`src/rtl/iir_pkg.sv`:
```
// ----------------------------------------------------------------------------
// iir_pkg
// Shared widths, register index codes and command types for the third-order
// transposed direct form II IIR filter.
// ----------------------------------------------------------------------------
package iir_pkg;

    localparam int ORDER      = 3;
    localparam int SAMPLE_W   = 16;
    localparam int COEF_W     = 18;
    localparam int FRAC_W     = 14;
    localparam int STATE_W    = 40;
    localparam int PROD_W     = COEF_W + SAMPLE_W;
    localparam int CFG_IDX_W  = 3;

    // Register index codes: b0..b3 first, then a1..a3
    localparam logic [CFG_IDX_W-1:0] CFG_IDX_B0 = CFG_IDX_W'(0);
    localparam logic [CFG_IDX_W-1:0] CFG_IDX_A1 = CFG_IDX_W'(ORDER + 1);

    localparam logic signed [COEF_W-1:0] COEF_ONE = COEF_W'(1 << FRAC_W);

    typedef logic signed [SAMPLE_W-1:0] t_sample;
    typedef logic signed [COEF_W-1:0]   t_coef;
    typedef logic signed [PROD_W-1:0]   t_prod;
    typedef logic signed [STATE_W-1:0]  t_state;

    // Controller to datapath commands
    typedef struct packed {
        logic load_x;   // capture a new input sample
        logic calc;     // form y, load the output register, register b*x
        logic update;   // advance the delay state
    } t_dp_cmd;

endpackage

```
`src/rtl/iir_ctrl.sv`:
```
// ----------------------------------------------------------------------------
// iir_ctrl
// Sequencer for the filter: input and output handshake and datapath commands.
// ----------------------------------------------------------------------------
module iir_ctrl (
    input  logic             i_clk,
    input  logic             i_rst_n,
    input  logic             i_in_valid,
    output logic             o_in_stall,
    input  logic             i_out_stall,
    output logic             o_out_valid,
    output iir_pkg::t_dp_cmd o_cmd
);
    import iir_pkg::*;

    typedef enum logic [1:0] {
        S_IDLE,
        S_FEEDFWD,
        S_UPDATE
    } t_state_e;

    t_state_e r_state;
    t_state_e n_state;
    logic     r_out_valid;
    logic     n_out_valid;
    logic     take_in;
    logic     out_free;
    logic     can_take;

    assign can_take = (r_state == S_IDLE) || (r_state == S_UPDATE);
    assign take_in  = can_take && i_in_valid;
    assign out_free = !r_out_valid || !i_out_stall;

    always_comb begin
        o_cmd.load_x = take_in;
        o_cmd.calc   = (r_state == S_FEEDFWD) && out_free;
        o_cmd.update = (r_state == S_UPDATE);

        n_state = r_state;
        unique case (r_state)
            S_IDLE: begin
                if (take_in) n_state = S_FEEDFWD;
            end
            S_FEEDFWD: begin
                if (out_free) n_state = S_UPDATE;
            end
            S_UPDATE: begin
                n_state = take_in ? S_FEEDFWD : S_IDLE;
            end
            default: n_state = S_IDLE;
        endcase

        n_out_valid = r_out_valid;
        if (o_cmd.calc) begin
            n_out_valid = 1'b1;
        end else if (!i_out_stall) begin
            n_out_valid = 1'b0;
        end
    end

    always_ff @(posedge i_clk) begin
        if (!i_rst_n) begin
            r_state     <= S_IDLE;
            r_out_valid <= 1'b0;
        end else begin
            r_state     <= n_state;
            r_out_valid <= n_out_valid;
        end
    end

    assign o_in_stall  = !can_take;
    assign o_out_valid = r_out_valid;

endmodule

```
`config.mk`:
```
export PLATFORM = sky130hd
export DESIGN_NAME = iir_ctrl
export DESIGN_NICKNAME = d
export VERILOG_FILES = /design/src/rtl/iir_pkg.sv /design/src/rtl/iir_ctrl.sv
export SDC_FILE = /design/constraint.sdc
export NUM_CORES = 1
export LEC_CHECK = 0
export CAP_MARGIN = 30
export CORE_AREA = 2 2 39 41
export CTS_CLUSTER_DIAMETER = 120
export DETAILED_ROUTE_END_ITERATION = 10
export DIE_AREA = 0 0 41 43
export DONT_BUFFER_PORTS = 1
export SYNTH_ARGS = -nofsm -noshare
export SYNTH_HDL_FRONTEND = slang
export SYNTH_SLANG_ARGS = --single-unit
```
`constraint.sdc`:
```
create_clock -name i_clk -period 1.05 [get_ports i_clk]
set_clock_uncertainty 0.05 [all_clocks]
set_input_delay 0.105 -clock i_clk [delete_from_list [all_inputs] [get_ports i_clk]]
set_output_delay 0.105 -clock i_clk [all_outputs]
set_load 0.1 [all_outputs]
```
# ---- Yosys cells after proc, flatten, opt, wreduce, memory -nomap -nowiden
# Cells that the tools add are included.
dict set report word_totals {
  register_bits 3
  output_inout_bits 5
}
dict set report classes {
  eq_ne 5
  n_mux 6
  n_reduce_logical 9
}
# cell n
set ops {}
lappend ops {{case mux 2 bit (3 select lines)} 1}
lappend ops {{two-way mux 2 bit} 2}
lappend ops {{!= test 2 bit, second input constant} 2}
lappend ops {{logical NOT 1 bit} 3}
lappend ops {{two-way mux 1 bit} 3}
lappend ops {{== test 2 x 1 -> 1 bit, second input constant} 1}
lappend ops {{== test 2 bit, second input constant} 1}
lappend ops {{logical AND 1 bit} 2}
lappend ops {{logical NOT 2 bit} 1}
lappend ops {{logical OR 1 bit} 2}
lappend ops {{!= test 2 x 1 -> 1 bit, second input constant} 1}
lappend ops {{AND reduction 2 bit} 1}

# ---- Depth between registers and ports, before layout
dict set report depth {
  word_depth 5
  ltp_mapped 3
  ltp_nobuf 2
}

# ---- Worst setup path after synthesis
# OpenSTA, ideal clock, no wires.
dict set report synth_path {
  path_type {register -> register}
  startpoint {register r_out_valid, in the netlist o_out_valid}
  endpoint {register r_state[1]}
  arrival_ns 1.344
  required_time_ns 0.882
  setup_slack_ns -0.462
  stages_incl_launch_ff 3
  synth_period_minus_slack_ns 1.512
  cell_sequence {dfxtp_1 -> nand2_1 -> and4b_2}
}
dict set report synth_between {
  elab_chain_len 4
}
# element line_no
set synth_rtl {}
lappend synth_rtl {{start, declared} iir_ctrl.sv:24} ;# logic r_out_valid;
lappend synth_rtl {{start signal, assigned} iir_ctrl.sv:67} ;# r_out_valid <= n_out_valid;
lappend synth_rtl {{logical NOT 1 bit} iir_ctrl.sv:32} ;# assign out_free = !r_out_valid || !i_out_stall;
lappend synth_rtl {{logical OR 1 bit} iir_ctrl.sv:32}
lappend synth_rtl {{!= test 2 bit (no source line)} n/a}
lappend synth_rtl {{AND reduction 2 bit (no source line)} n/a}
lappend synth_rtl {{end signal, assigned} iir_ctrl.sv:66} ;# r_state <= n_state;
lappend synth_rtl {{end, declared} iir_ctrl.sv:22} ;# t_state_e r_state;
# Every way passes these cells.
# A chain may end at the register's enable or synchronous reset.

==> results_dict.tcl <==
set metrics [dict create \
    outcome "finished with violations" \
    violations "setup timing" \
    htree_levels 1 \
    wirelength_microns 388 \
    finalSetupViolCount 4 \
    syn-cell-area_sq_um 145.1 \
    synth.avg_cell_area_sq_um 9.676 \
    synthCells 15 \
    n_antenna_cell 0 \
    vdd_drop_max_uv 195.5 \
    std_cell_rows 14 \
    clkTransAtPathRegs_ns 0.04 \
    die_w_microns 41 \
    slew_headroom_pct 81.65 \
    gp_congestion 0.4537 \
    synth-seq-cells 3 \
    vias 136 \
    overflow 0 \
    fp.dieH_microns 43 \
    hold_class "in -> reg" \
    final_cell_mix "3 x clkbuf_4, 3 x buf_12, 2 x dlygate4sd3_1, 2 x dfxtp_4, 2 x buf_4" \
    yosys.area.top_type "dfxtp_1" \
    core_sq_um 1384 \
    p_per_area_nw_per_um2 1566 \
    final_max_slew_viol_count 0 \
    dieArea_sq_um 1763 \
    ant_nets 0 \
    dp_slack_ns 0.03295 \
    final-instance-count-excl-fill 40 \
    worstSetupEndpointType "output pin" \
    viasPerCell 3.400 \
    grt.total_usage_pct 5.617 \
    cap_violations 0 \
    period_minus_slack_ns 1.170 \
    antenna_found_initial 0 \
    grt_max_degree 7 \
    cts_buffer_depth 2 \
    insertion_delay_ns 0.23 \
    crit_type "reg -> out" \
    p_leak_nw 0.1254 \
    worst_setup_path_start_kind "flop" \
    yosys-top-cells-area "dfxtp_1 41%, buf_4 10%, and4b_2 7.8%" \
    drt_pass1_iterations 1 \
    grt_pass1_vias 137 \
    portBuffers 0 \
    yosysWarningCount 0 \
    synthDistinctLibCells 12 \
    arrival_ns 1.01 \
    syn2layout_area_growth_pct 112.9 \
    required_ns 0.89 \
    cts_tree "built" \
    io_pins 9 \
    synth_nets 19 \
    floorplan.initialDensity_pct 10.49 \
    max_freq_mhz 854.8 \
    grt_pass1_wl_microns 524 \
    fin_nets 29 \
    setup_slack_ns -0.1199 \
    synth_top_area_share_pct 41.38 \
    cts_num_sinks 3 \
    drtIter0Drc 0 \
    ys_seq_area_share_pct 41.38 \
    wire_per_inst_microns 9.700 \
    tightest_slew_ns 0.2775 \
    cts_buffers 3 \
    drc 0 \
    rsz0062_at_grt "yes" \
    crit_fanout 6 \
    finalHoldViolCount 0 \
    fin_crit_sh_pct 111.4 \
    cts-root-buf "clkbuf_4" \
    place_inst 33 \
    drive_above_1_share_pct 70.83 \
]
## logic make-up after synthesis
family | count (synthesis) | synth area share (%)
simple gates | 6 | 31.90
compound gates | 3 | 13.79
buf+inv | 3 | 12.93
flops | 3 | 41.38
## through the flow
step | hold slack, ns | util [%] | total power [W] | area [sq um] | TNS (ns)
after floorplan | 0.1725 | - | 0.0002327 | 150.1 | 0
after global placement | 0.1810 | 16.73 | 0.0002662 | 231.5 | 0
after detailed placement | 0.1795 | 16.73 | 0.0002668 | 231.5 | 0
after CTS | 0.03516 | 21.79 | 0.0004986 | 301.5 | -0.3750
after global routing | 0.03897 | 22.33 | 0.0005076 | 309.0 | -0.4137
final | 0.04656 | 22.33 | 0.0004840 | 309.0 | -0.3061
## worst paths after layout
path / startpoint / end / slack, ns / cells after the start
setup / recovery: r_state[0] / o_cmd[0] / -0.12 / 2
hold / removal: i_rst_n / r_state[1] / 0.05 / 1
hold reg to reg: o_out_valid / o_out_valid / 0.49 / 2
setup reg to reg: r_state[1] / r_state[0] / 0.13 / 3
## layout make-up
type / instances / area, sq um
flip-flops and latches: 3 / 68.82
well taps: 16 / 20.02
repair buffers: 8 / 106.4
fillers: 148 / 1075
clock buffers: 4 / 26.28
multi-input cells: 9 / 87.58
## Yosys cell counts (all sizes together)
cell type  instances
o21a               1
dfxtp              3
a21boi             1
nand2b             1
a21oi              1
nand2              1
clkbuf             1
and4b              2
and2b              1
nor2b              1
buf                2
## repair_timing
action,in CTS,in global routing
pin swaps,0,0
endpoints found under the setup margin,4,4
setup buffers,0,1
resized for setup,6,0
hold buffers,2,0
hold endpoints to repair,2,0
## flip-flops by register name, summed over array words and instances, names as in the netlist
signal and flops:
o_out_valid 1, r_state 2
## routing by layer
layer  global-route usage, %  wire length (microns)
met1                   4.167                    143
met2                   6.875                    202
met4                   8.000                      0
met3                   4.712                     42
met5                       0                      0
## power breakdown
part           internal (W)  total [W]  switching, W
combinational     0.0000531   0.000153     0.0000996
clock              0.000142   0.000202     0.0000597
sequential         0.000120   0.000129    0.00000944
## worst max-delay path, cell delays in order (launching register included)
cell and delay (ns):
dfxtp_4 0.37, and2b_2 0.24, buf_12 0.16
(Power assumes the default switching activity.)
